**config.mk**
```make
export PLATFORM = sky130hd
export DESIGN_NAME = two_level_page_walker
export DESIGN_NICKNAME = d
export VERILOG_FILES = /design/src/design/ptw_pkg.sv /design/src/design/two_level_page_walker.sv /design/src/design/ptw_front.sv /design/src/design/ptw_queue.sv /design/src/design/ptw_back.sv
export SDC_FILE = /design/constraint.sdc
export NUM_CORES = 1
export LEC_CHECK = 0
export BUFFER_PORTS_ARGS = -buffer_cell sky130_fd_sc_hd__buf_2
export CAP_MARGIN = 20
export CELL_PAD_IN_SITES_DETAIL_PLACEMENT = 1
export CELL_PAD_IN_SITES_GLOBAL_PLACEMENT = 1
export CORE_ASPECT_RATIO = 0.9
export CORE_MARGIN = 2
export CORE_UTILIZATION = 55
export CTS_BUF_LIST = sky130_fd_sc_hd__clkbuf_4 sky130_fd_sc_hd__clkbuf_8
export DETAILED_ROUTE_END_ITERATION = 8
export PLACE_DENSITY_LB_ADDON = 0.1
export SLEW_MARGIN = 10
export SYNTH_ARGS = -nofsm -noshare
export SYNTH_HDL_FRONTEND = slang
export SYNTH_HIERARCHICAL = 1
export SYNTH_SLANG_ARGS = --single-unit
```
**constraint.sdc**
```tcl
create_clock -name clock -period 32.3 [get_ports clock]
set_input_delay 1.615 -clock clock [delete_from_list [all_inputs] [get_ports clock]]
set_output_delay 1.615 -clock clock [all_outputs]
set_load 0.005 [all_outputs]
```
**src/design/ptw_pkg.sv**
```systemverilog
// shared types, codes and constants of the two-level page walker
`default_nettype none

package ptw_pkg;

   // address layout
   localparam int unsigned PageShift = 12;
   localparam int unsigned PageSize  = 4096;
   localparam int unsigned VpnBits   = 10;

   // entry bit positions
   localparam int unsigned BitP = 0;
   localparam int unsigned BitW = 1;
   localparam int unsigned BitU = 2;
   localparam int unsigned BitA = 5;
   localparam int unsigned BitD = 6;

   // job queue depth between front and back
   localparam int unsigned QueueDepth = 2;
   localparam int unsigned QueuePtrW  = (QueueDepth > 1) ? $clog2(QueueDepth) : 1;
   localparam int unsigned QueueCntW  = $clog2(QueueDepth + 1);

   // result word kinds
   typedef enum logic [2:0] {
      KIND_MEM_READ  = 3'd0,
      KIND_MEM_WRITE = 3'd1,
      KIND_DONE      = 3'd2,
      KIND_FAULT     = 3'd3,
      KIND_CROSS     = 3'd4
   } out_kind_type;

   // access kinds
   localparam logic [1:0] AccFetch = 2'd0;
   localparam logic [1:0] AccRead  = 2'd1;
   localparam logic [1:0] AccWrite = 2'd2;

   // input operations
   localparam logic OpRequest  = 1'b0;
   localparam logic OpResponse = 1'b1;

   // walk phase
   typedef enum logic [2:0] {
      PH_IDLE = 3'b001,
      PH_DIR  = 3'b010,
      PH_TBL  = 3'b100
   } phase_type;

   // job classes handed from front to back
   typedef enum logic [1:0] {
      JOB_CROSS = 2'd0,
      JOB_READ  = 2'd1,
      JOB_FAULT = 2'd2,
      JOB_LEAF  = 2'd3
   } job_class_type;

   // one classified job
   typedef struct packed {
      job_class_type cls;
      logic [31:0]   read_addr;
      logic [2:0]    err;
      logic [31:0]   fault_va;
      logic          dir_wr;
      logic [31:0]   dir_addr;
      logic [31:0]   dir_wdata;
      logic          tbl_wr;
      logic [31:0]   tbl_addr;
      logic [31:0]   tbl_wdata;
      logic [31:0]   base;
   } job_type;

   // queue status seen by front and back
   typedef struct packed {
      logic full;
      logic empty;
   } queue_status_type;

endpackage

`default_nettype wire

```
**src/design/two_level_page_walker.sv**
```systemverilog
// top level of the two-level page table walker
`default_nettype none

// Two-level page table walker for 32-bit addresses and 4 KiB pages. Each input
// word is either a translate request or the memory's answer to the last entry
// read; the block replies with read requests, write-backs of accessed and dirty
// bits, a done word with the page base, a fault word or a page-cross word. The
// front takes one input word every cycle as long as its two-entry job queue has
// room; the back drains jobs through the output register at one result word per
// cycle while rsp_ready holds, so a request or a directory response yields one
// result word and a completing leaf one to three, and that output rate sets the
// sustained throughput. The user must write the directory page number through
// csr_wr_en only while the block is idle; the block itself does not enforce this.
module two_level_page_walker (
   input  wire logic        clock,
   input  wire logic        reset,
   input  wire logic        csr_wr_en,
   input  wire logic [19:0] csr_wr_data,
   input  wire logic        req_valid,
   output logic             req_ready,
   input  wire logic        req_op,
   input  wire logic [31:0] req_virt_addr,
   input  wire logic [3:0]  req_access_len,
   input  wire logic [1:0]  req_access_kind,
   input  wire logic        req_user_mode,
   input  wire logic        req_locked,
   input  wire logic [31:0] req_read_data,
   output logic             rsp_valid,
   input  wire logic        rsp_ready,
   output logic [2:0]       rsp_out_kind,
   output logic [31:0]      rsp_mem_addr,
   output logic [31:0]      rsp_write_data,
   output logic [31:0]      rsp_phys_page_base,
   output logic [2:0]       rsp_fault_code,
   output logic [31:0]      rsp_fault_vaddr,
   output logic             rsp_last
);
   import ptw_pkg::*;

   queue_status_type q_status;
   job_type          push_job;
   job_type          head_job;
   logic             push;
   logic             pop;

   // classify incoming words
   ptw_front u_front (
      .clock           (clock),
      .reset           (reset),
      .csr_wr_en       (csr_wr_en),
      .csr_wr_data     (csr_wr_data),
      .req_valid       (req_valid),
      .req_ready       (req_ready),
      .req_op          (req_op),
      .req_virt_addr   (req_virt_addr),
      .req_access_len  (req_access_len),
      .req_access_kind (req_access_kind),
      .req_user_mode   (req_user_mode),
      .req_locked      (req_locked),
      .req_read_data   (req_read_data),
      .q_status        (q_status),
      .push            (push),
      .push_job        (push_job)
   );

   // job queue
   ptw_queue u_queue (
      .clock    (clock),
      .reset    (reset),
      .push     (push),
      .push_job (push_job),
      .pop      (pop),
      .head_job (head_job),
      .status   (q_status)
   );

   // result word generation
   ptw_back u_back (
      .clock              (clock),
      .reset              (reset),
      .head_job           (head_job),
      .q_status           (q_status),
      .pop                (pop),
      .rsp_valid          (rsp_valid),
      .rsp_ready          (rsp_ready),
      .rsp_out_kind       (rsp_out_kind),
      .rsp_mem_addr       (rsp_mem_addr),
      .rsp_write_data     (rsp_write_data),
      .rsp_phys_page_base (rsp_phys_page_base),
      .rsp_fault_code     (rsp_fault_code),
      .rsp_fault_vaddr    (rsp_fault_vaddr),
      .rsp_last           (rsp_last)
   );

endmodule

`default_nettype wire

```
**src/design/ptw_front.sv**
```systemverilog
// front part: accepts words, tracks the walk and classifies each into a job
`default_nettype none

module ptw_front (
   input  wire logic                       clock,
   input  wire logic                       reset,
   input  wire logic                       csr_wr_en,
   input  wire logic [19:0]                csr_wr_data,
   input  wire logic                       req_valid,
   output logic                            req_ready,
   input  wire logic                       req_op,
   input  wire logic [31:0]                req_virt_addr,
   input  wire logic [3:0]                 req_access_len,
   input  wire logic [1:0]                 req_access_kind,
   input  wire logic                       req_user_mode,
   input  wire logic                       req_locked,
   input  wire logic [31:0]                req_read_data,
   input  wire ptw_pkg::queue_status_type  q_status,
   output logic                            push,
   output ptw_pkg::job_type                push_job
);
   import ptw_pkg::*;

   logic [19:0] pdb_ff, pdb_in;
   phase_type   phase_ff, phase_in;
   logic [31:0] saved_va_ff, saved_va_in;
   logic [1:0]  saved_kind_ff, saved_kind_in;
   logic        saved_user_ff, saved_user_in;
   logic        saved_locked_ff, saved_locked_in;
   logic [31:0] dir_addr_ff, dir_addr_in;
   logic [31:0] dir_word_ff, dir_word_in;
   logic [31:0] tbl_addr_ff, tbl_addr_in;

   logic        accept;
   logic        has_job;
   logic [12:0] end_off;
   logic        perm_write;
   logic        plain_write;
   logic        perm_bad;

   assign req_ready = !q_status.full;
   assign accept    = req_valid && req_ready;
   assign push      = accept && has_job;

   // page-cross test on raw length
   assign end_off = {1'b0, req_virt_addr[PageShift-1:0]} + {9'd0, req_access_len};

   // permission class of the walk in progress
   assign perm_write  = (saved_kind_ff == AccWrite) ||
                        ((saved_kind_ff == AccRead) && saved_locked_ff);
   assign plain_write = (saved_kind_ff == AccWrite);
   assign perm_bad    = (saved_user_ff && !req_read_data[BitU]) ||
                        (perm_write && !req_read_data[BitW]);

   // classify and compute next walk state
   always_comb begin
      pdb_in          = csr_wr_en ? csr_wr_data : pdb_ff;
      phase_in        = phase_ff;
      saved_va_in     = saved_va_ff;
      saved_kind_in   = saved_kind_ff;
      saved_user_in   = saved_user_ff;
      saved_locked_in = saved_locked_ff;
      dir_addr_in     = dir_addr_ff;
      dir_word_in     = dir_word_ff;
      tbl_addr_in     = tbl_addr_ff;
      has_job         = 1'b0;
      push_job        = '0;
      push_job.fault_va = saved_va_ff;
      push_job.err    = {saved_user_ff, perm_write, 1'b0};

      if (req_op == OpRequest) begin
         saved_va_in     = req_virt_addr;
         saved_kind_in   = req_access_kind;
         saved_user_in   = req_user_mode;
         saved_locked_in = req_locked;
         has_job         = 1'b1;
         if (end_off > 13'(PageSize)) begin
            phase_in     = PH_IDLE;
            push_job.cls = JOB_CROSS;
         end else begin
            dir_addr_in        = {pdb_ff, req_virt_addr[31:PageShift+VpnBits], 2'b00};
            phase_in           = PH_DIR;
            push_job.cls       = JOB_READ;
            push_job.read_addr = {pdb_ff, req_virt_addr[31:PageShift+VpnBits], 2'b00};
         end
      end else begin
         unique case (phase_ff)
            PH_DIR: begin
               has_job     = 1'b1;
               dir_word_in = req_read_data;
               if (!req_read_data[BitP]) begin
                  phase_in     = PH_IDLE;
                  push_job.cls = JOB_FAULT;
               end else begin
                  tbl_addr_in = {req_read_data[31:PageShift],
                                 saved_va_ff[PageShift+VpnBits-1:PageShift], 2'b00};
                  phase_in           = PH_TBL;
                  push_job.cls       = JOB_READ;
                  push_job.read_addr = {req_read_data[31:PageShift],
                                        saved_va_ff[PageShift+VpnBits-1:PageShift], 2'b00};
               end
            end
            PH_TBL: begin
               has_job  = 1'b1;
               phase_in = PH_IDLE;
               if (!req_read_data[BitP]) begin
                  push_job.cls = JOB_FAULT;
               end else if (perm_bad) begin
                  push_job.cls = JOB_FAULT;
                  push_job.err = {saved_user_ff, perm_write, 1'b1};
               end else begin
                  push_job.cls       = JOB_LEAF;
                  push_job.dir_wr    = !dir_word_ff[BitA];
                  push_job.dir_addr  = dir_addr_ff;
                  push_job.dir_wdata = dir_word_ff | (32'd1 << BitA);
                  push_job.tbl_wr    = !req_read_data[BitA] ||
                                       (!req_read_data[BitD] && plain_write);
                  push_job.tbl_addr  = tbl_addr_ff;
                  push_job.tbl_wdata = req_read_data | (32'd1 << BitA) |
                                       (plain_write ? (32'd1 << BitD) : 32'd0);
                  push_job.base      = {req_read_data[31:PageShift], 12'd0};
               end
            end
            PH_IDLE: begin
               has_job = 1'b0;
            end
            default: begin
               has_job = 1'b0;
            end
         endcase
      end
   end

   // configuration register
   always_ff @(posedge clock) begin
      if (reset) begin
         pdb_ff <= '0;
      end else begin
         pdb_ff <= pdb_in;
      end
   end

   // walk phase
   always_ff @(posedge clock) begin
      if (reset) begin
         phase_ff <= PH_IDLE;
      end else if (accept) begin
         phase_ff <= phase_in;
      end
   end

   // saved request and entry context
   always_ff @(posedge clock) begin
      if (accept) begin
         saved_va_ff     <= saved_va_in;
         saved_kind_ff   <= saved_kind_in;
         saved_user_ff   <= saved_user_in;
         saved_locked_ff <= saved_locked_in;
         dir_addr_ff     <= dir_addr_in;
         dir_word_ff     <= dir_word_in;
         tbl_addr_ff     <= tbl_addr_in;
      end
   end

endmodule

`default_nettype wire

```
**src/design/ptw_queue.sv**
```systemverilog
// short job queue between the front and back parts
`default_nettype none

module ptw_queue (
   input  wire logic                        clock,
   input  wire logic                        reset,
   input  wire logic                        push,
   input  wire ptw_pkg::job_type            push_job,
   input  wire logic                        pop,
   output ptw_pkg::job_type                 head_job,
   output ptw_pkg::queue_status_type        status
);
   import ptw_pkg::*;

   job_type                entries_ff [QueueDepth];
   logic [QueuePtrW-1:0]   wr_ptr_ff, wr_ptr_in;
   logic [QueuePtrW-1:0]   rd_ptr_ff, rd_ptr_in;
   logic [QueueCntW-1:0]   count_ff, count_in;

   assign status.full  = (count_ff == QueueCntW'(QueueDepth));
   assign status.empty = (count_ff == '0);
   assign head_job     = entries_ff[rd_ptr_ff];

   // pointer and fill count update
   always_comb begin
      wr_ptr_in = wr_ptr_ff;
      rd_ptr_in = rd_ptr_ff;
      count_in  = count_ff;
      if (push) begin
         wr_ptr_in = (wr_ptr_ff == QueuePtrW'(QueueDepth - 1)) ? '0 : wr_ptr_ff + 1'b1;
      end
      if (pop) begin
         rd_ptr_in = (rd_ptr_ff == QueuePtrW'(QueueDepth - 1)) ? '0 : rd_ptr_ff + 1'b1;
      end
      if (push && !pop) begin
         count_in = count_ff + 1'b1;
      end else if (pop && !push) begin
         count_in = count_ff - 1'b1;
      end
   end

   always_ff @(posedge clock) begin
      if (reset) begin
         wr_ptr_ff <= '0;
         rd_ptr_ff <= '0;
         count_ff  <= '0;
      end else begin
         wr_ptr_ff <= wr_ptr_in;
         rd_ptr_ff <= rd_ptr_in;
         count_ff  <= count_in;
      end
   end

   // job storage
   always_ff @(posedge clock) begin
      if (push) begin
         entries_ff[wr_ptr_ff] <= push_job;
      end
   end

endmodule

`default_nettype wire

```
**src/design/ptw_back.sv**
```systemverilog
// back part: expands each job into result words through an output register
`default_nettype none

module ptw_back (
   input  wire logic                       clock,
   input  wire logic                       reset,
   input  wire ptw_pkg::job_type           head_job,
   input  wire ptw_pkg::queue_status_type  q_status,
   output logic                            pop,
   output logic                            rsp_valid,
   input  wire logic                       rsp_ready,
   output logic [2:0]                      rsp_out_kind,
   output logic [31:0]                     rsp_mem_addr,
   output logic [31:0]                     rsp_write_data,
   output logic [31:0]                     rsp_phys_page_base,
   output logic [2:0]                      rsp_fault_code,
   output logic [31:0]                     rsp_fault_vaddr,
   output logic                            rsp_last
);
   import ptw_pkg::*;

   logic        valid_ff, valid_in;
   logic [1:0]  step_ff, step_in;
   logic [2:0]  kind_ff, kind_in;
   logic [31:0] addr_ff, addr_in;
   logic [31:0] wdata_ff, wdata_in;
   logic [31:0] base_ff, base_in;
   logic [2:0]  err_ff, err_in;
   logic [31:0] fva_ff, fva_in;
   logic        last_ff, last_in;
   logic        load;

   // output register free or draining this cycle, and a job waiting
   assign load = (!valid_ff || rsp_ready) && !q_status.empty;

   // next result word of the head job
   always_comb begin
      step_in  = step_ff;
      kind_in  = KIND_DONE;
      addr_in  = '0;
      wdata_in = '0;
      base_in  = '0;
      err_in   = '0;
      fva_in   = '0;
      last_in  = 1'b1;
      pop      = 1'b0;
      if (load) begin
         unique case (head_job.cls)
            JOB_CROSS: begin
               kind_in = KIND_CROSS;
               pop     = 1'b1;
            end
            JOB_READ: begin
               kind_in = KIND_MEM_READ;
               addr_in = head_job.read_addr;
               pop     = 1'b1;
            end
            JOB_FAULT: begin
               kind_in = KIND_FAULT;
               err_in  = head_job.err;
               fva_in  = head_job.fault_va;
               pop     = 1'b1;
            end
            JOB_LEAF: begin
               if (head_job.dir_wr && step_ff == 2'd0) begin
                  kind_in  = KIND_MEM_WRITE;
                  addr_in  = head_job.dir_addr;
                  wdata_in = head_job.dir_wdata;
                  last_in  = 1'b0;
                  step_in  = 2'd1;
               end else if (head_job.tbl_wr && step_ff != 2'd2) begin
                  kind_in  = KIND_MEM_WRITE;
                  addr_in  = head_job.tbl_addr;
                  wdata_in = head_job.tbl_wdata;
                  last_in  = 1'b0;
                  step_in  = 2'd2;
               end else begin
                  kind_in = KIND_DONE;
                  base_in = head_job.base;
                  pop     = 1'b1;
                  step_in = 2'd0;
               end
            end
            default: begin
               pop = 1'b1;
            end
         endcase
      end
   end

   // output valid
   always_comb begin
      valid_in = valid_ff;
      if (load) begin
         valid_in = 1'b1;
      end else if (rsp_ready) begin
         valid_in = 1'b0;
      end
   end

   always_ff @(posedge clock) begin
      if (reset) begin
         valid_ff <= 1'b0;
         step_ff  <= 2'd0;
      end else begin
         valid_ff <= valid_in;
         step_ff  <= step_in;
      end
   end

   // output word payload
   always_ff @(posedge clock) begin
      if (load) begin
         kind_ff  <= kind_in;
         addr_ff  <= addr_in;
         wdata_ff <= wdata_in;
         base_ff  <= base_in;
         err_ff   <= err_in;
         fva_ff   <= fva_in;
         last_ff  <= last_in;
      end
   end

   assign rsp_valid          = valid_ff;
   assign rsp_out_kind       = kind_ff;
   assign rsp_mem_addr       = addr_ff;
   assign rsp_write_data     = wdata_ff;
   assign rsp_phys_page_base = base_ff;
   assign rsp_fault_code     = err_ff;
   assign rsp_fault_vaddr    = fva_ff;
   assign rsp_last           = last_ff;

endmodule

`default_nettype wire

```
# == Word level (Yosys, flattened, before mapping) ==
# Memory sizes are Yosys's and may differ from the RTL's. A register that Yosys moved wholly into a read port is not among the register bits.
# Index checks and enable logic that the tools add are counted.
# totals
in_bits,98
mem_count,1
mem_bits_rw,462
regBits,293
# op_classes
reduce_logical,39
n_mux,48
add_sub_neg,5
bitwise,4
order_cmp,1
eq_ne,10
# memory_table
name,depth,word_bits,rd,rd_clocked_by_memory_dff,write_ports,line,source
u_queue.entries_ff,2,231,1,1,1,ptw_queue.sv:15,job_type entries_ff [QueueDepth];
# op_table
op,count
two-way mux 162 bit,4
two-way mux 32 bit,7
one-hot mux 32 bit (2 select lines),1
two-way mux 34 bit,1
bitwise OR 32 bit,1
two-way mux 1 bit,20
two-way mux 2 bit,7
adder 12 x 4 -> 13 bit,1
> comparator 13 bit (second input constant),1
one-hot mux 3 bit (4 select lines),1
logical AND 1 bit,11
zero test 1 bit,10
two-way mux 3 bit,3
== test 2 bit (second input constant),4
two-way mux 7 bit,1
zero test 2 bit,3
one-hot mux 3 bit (2 select lines),1
AND reduction 2 bit,3
AND reduction 3 bit,2
OR reduction 3 bit,2
== test 2 x 1 -> 1 bit (second input constant),2
logical OR 1 bit,4
one-hot mux 2 bit (2 select lines),1
AND reduction 4 bit,1
other kinds (11),15

# == Longest topological paths before layout ==
# depth
ltp_word,9
depth_mapped,13

# == By module ==
# Netlist, hierarchy kept.
# by_module_without_submodules
module,instances,area_each_um2,cells_per_inst
ptw_queue,1,17707.0,741
ptw_front,1,6652.6,510
ptw_back,1,5860.6,395

# == Worst setup path after synthesis ==
# No wires, ideal clock.
# synth_timing
kind,input port to flip-flop
start,input req_valid
end,memory u_queue/entries_ff[0][0] (netlist bit) (enable)
setup_slack_ns,19.374
setup_ns,0.854
arrival_time_ns,12.072
cell_stages,3
path_buffers,0
path_cell_list,nand2_1 > nor2_1 > nor2b_1
# synth_between
elab_chain_cells,4
# synth_rtl
item,line,source
from (decl),two_level_page_walker.sv:19,"input wire logic req_valid,"
logical AND 1 bit,ptw_front.sv:42,assign accept = req_valid && req_ready;
logical AND 1 bit,ptw_front.sv:43,assign push = accept && has_job;
via push,two_level_page_walker.sv:43,logic push;
two-way mux 1 bit,ptw_queue.sv:56,if (push) begin
two-way mux 1 bit (implied by the code),ptw_queue.sv:57,entries_ff[wr_ptr_ff] <= push_job;
to (decl),ptw_queue.sv:15,
# The timed path passes the listed nets, and every way through them passes these cells.

# == Worst setup path after layout ==
# layout_timing
start,input req_op
end,memory u_queue/entries_ff[1][230] (netlist bit) (enable)
# layout_between
elab_chain_cells,4
# layout_rtl
item,line,source
from (decl),two_level_page_walker.sv:21,"input wire logic req_op,"
two-way mux 1 bit,ptw_front.sv:71,if (req_op == OpRequest) begin
logical AND 1 bit,ptw_front.sv:43,
via push,two_level_page_walker.sv:43,
two-way mux 1 bit,ptw_queue.sv:56,
two-way mux 1 bit (implied by the code),ptw_queue.sv:57,
# The timed path passes the listed nets, and every way through them passes these cells.

==> metrics.txt <==
DR top layer met4; ys flop type edfxtp_1; top cells by count, synth edfxtp_1, mux2_4, and3_1, and2_1, nor2_1; # fillers between 4000 and 5000; PwrDens between 70 and 80 nW/um^2; FMAX around 0.23 GHz; final hold violations 0; die width 251 um; clock insertion delay at the later pin of the skew report about 710 ps; met2 wire length between 30000 and 40000 um; synthesized area 30200 um^2; CTS tree yes; layout cells sized above 1 0.354; H-tree depth 3; Arr. time, crit path 4700 ps; slew margin rel. 0.240; dominant cell type by area after synthesis edfxtp_1; RePlAce Congestion ~0.80; via count between 15000 and 20000; Routed WL per cell 24.5 um; Post-DRT Antenna Nets 0; I/O pins between 200 and 250; Sw Share 0.274; Async SR Flop Fraction 0; CTS Sinks between 700 and 800; detailed router's first-iteration violation count between 1000 and 1500; yosys warns 6; crit path kind in -> reg; Synth top area share 0.720; critical-path maximum fanout 70; Setup TNS 0 ps; Tightest Pin Transition about 1100 ps; Metal-1 WL roughly 28000 um; cts bufs inserted roughly 120; FF+latch area roughly 22000 um^2; area delta synth->final 13.0%; Yosys reg bits between 700 and 800; leak pwr between 10 and 15 nW; Worst Setup End Kind flip-flop; total track usage 0.233; Reg power frac 0.488; Max VDD drop about 0.000053 V; Setup Fix Bufs, Post-CTS 0; synth top area cells edfxtp_1, mux2_4, and3_1; first-pass GRT wire length between 90000 and 100000 um; Overall Power about 0.0026 W; Core ar. between 50000 and 60000 um^2; CTS clock-pin slew for the worst setup and hold paths 50 ps; Comb power frac 0.215; outcome completed; syn avg cell area ~18 um^2; most numerous cell in the Yosys netlist edfxtp_1; Final setup viols 0; # nets final roughly 2000; Initial Util 0.556; multi-input logic area around 7000 um^2; clk buf depth 3; DR WL met3 2960 um; root buffer cell clkbuf_8; drt pass-1 iters 5; max-cap viol count 0; register area share after synthesis 0.741; clock share of power 0.297; CP Launch Type input pin; CTS-repair resized insts 0; Hold-fix buffers, CTS 0; vias per cell between 5 and 6; Final min period ~4400 ps; post-route clock period utilization 0.136; post-synthesis cell type count 61; via count of the first global-routing pass ~17000; total gr overflow 0; Post-Syn Instances between 1500 and 2000; Die Ht 226 um; final worst slack between 20000 and 30000 ps; fin util 0.628; row cnt 81; Sw Pwr ~0.0007 W; FF-to-FF path depth 7; Critical Path RT 32600 ps; Hold Path Depth 0; HP Class reg -> reg; Place WS 27210 ps; DIE AREA 56800 um^2; Routed WL 66600 um; number of synthesized flops with an enable pin 725; initial antenna violation count 5; largest net degree at the start of global routing 99; post-DP HPWL ~38000 um; Worst Skew 32.6 ps; IO buf count between 200 and 250; unrepaired setup endpoints after global routing no; # DRC 0; Internal Power around 0.0019 W; number of max-slew violations in the final report 0
## final timing paths
| check | start | end | slack [ps] |
|---|---|---|---|
| max | req_op | u_queue/entries_ff[1][230] | 27900 |
| min | u_front/saved_va_ff[5] | u_queue/entries_ff[0][167] | 440 |
| max reg2reg | u_front/phase_ff[2] | u_queue/entries_ff[1][230] | 28280 |
| min reg2reg | u_front/saved_va_ff[5] | u_queue/entries_ff[0][167] | 440 |
## cells by family (layout without fill, tap and decap cells)
| logic type | Yosys count | after routing | share of synthesized area |
|---|---|---|---|
| flip-flops | 756 | 756 | 0.741 |
| XOR/XNOR | 9 | 9 | 0.00261 |
| multiplexers | 251 | 251 | 0.116 |
| AO/OA/AOI/OAI | 138 | 138 | 0.0388 |
| AND/OR/NAND/NOR | 340 | 340 | 0.0660 |
| buffers and inverters | 145 | 492 | 0.0324 |
| other | 1 | 23 | 0.000124 |
| adder cells (fa/ha/maj) | 6 | 6 | 0.00273 |
## critical path, cell delays in order
cell and delay [ps]:
buf_2 140, inv_1 110, nor2_1 70, nor2_1 250, and2_4 600, buf_4 880
buf_4 900
## per-layer routing
metal,global-route usage,vias up
met5,0,-
li1,-,6915
met2,0.401,421
met1,0.304,7943
met4,0.0716,0
met3,0.0433,104
## registers in the layout, summed over array words and instances, names as in the netlist, 20 cells and up, named ones only
register / cells
u_front/tbl_addr_ff: 30
u_front/saved_va_ff: 32
u_front/dir_word_ff: 32
u_back/rsp_write_data: 32
u_back/rsp_phys_page_base: 32
u_front/dir_addr_ff: 30
u_back/rsp_fault_vaddr: 32
u_front/pdb_ff: 20
u_queue/entries_ff: 462
u_back/rsp_mem_addr: 32
## cell usage in the layout, fill, tap and decap left out, drive strengths merged, types with 2 or more instances in the layout
| cell | count |
|---|---|
| a211o | 2 |
| a21boi | 5 |
| a21o | 2 |
| a21oi | 9 |
| a221o | 32 |
| a22o | 30 |
| a31o | 2 |
| a32oi | 32 |
| and2 | 70 |
| and3 | 121 |
| buf | 263 |
| clkbuf | 173 |
| clkinv | 43 |
| clkinvlp | 2 |
| conb | 18 |
| dfxtp | 31 |
| diode | 5 |
| edfxtp | 725 |
| ha | 5 |
| inv | 10 |
| mux2 | 231 |
| mux2i | 20 |
| nand2 | 8 |
| nand2b | 8 |
| nand3 | 5 |
| nor2 | 69 |
| nor2b | 9 |
| nor3 | 7 |
| nor3b | 33 |
| nor4 | 2 |
| o211ai | 2 |
| o21a | 5 |
| o21ai | 6 |
| o21bai | 2 |
| o31ai | 2 |
| or3 | 3 |
| xnor2 | 2 |
| xor2 | 7 |
## layout make-up
| type | count | share of cell area |
|---|---|---|
| multi-input combinational | 762 | 0.206 |
| tap | 705 | 0.0258 |
| inverter | 9 | 0.000990 |
| antenna | 5 | 0.000367 |
| timing repair buffer | 263 | 0.0430 |
| clock buffer | 173 | 0.0611 |
| sequential | 756 | 0.656 |
| clock inverter | 47 | 0.00689 |
## through the flow
step           instance area (um^2)  std cells  hold slack (ps)
2_1_floorplan                 30300       1663              421
3_3_place_gp                  31700       2491              423
3_5_place_dp                  31700       2492              434
4_1_cts                       34000       2712              443
5_1_grt                       34100       2715              451
6_report                      34100       2720              445
## power by group through the flow
| stage | sequential, W | clock, W | combinational, W |
|---|---|---|---|
| after floorplan | 0.00133 | 0 | 0.000385 |
| after global placement | 0.00131 | 0 | 0.000535 |
| after detailed placement | 0.00132 | 0 | 0.000551 |
| after CTS | 0.00130 | 0.000799 | 0.000553 |
| after global routing | 0.00129 | 0.000839 | 0.000604 |
| final | 0.00128 | 0.000782 | 0.000565 |
(Power assumes the default switching activity.)
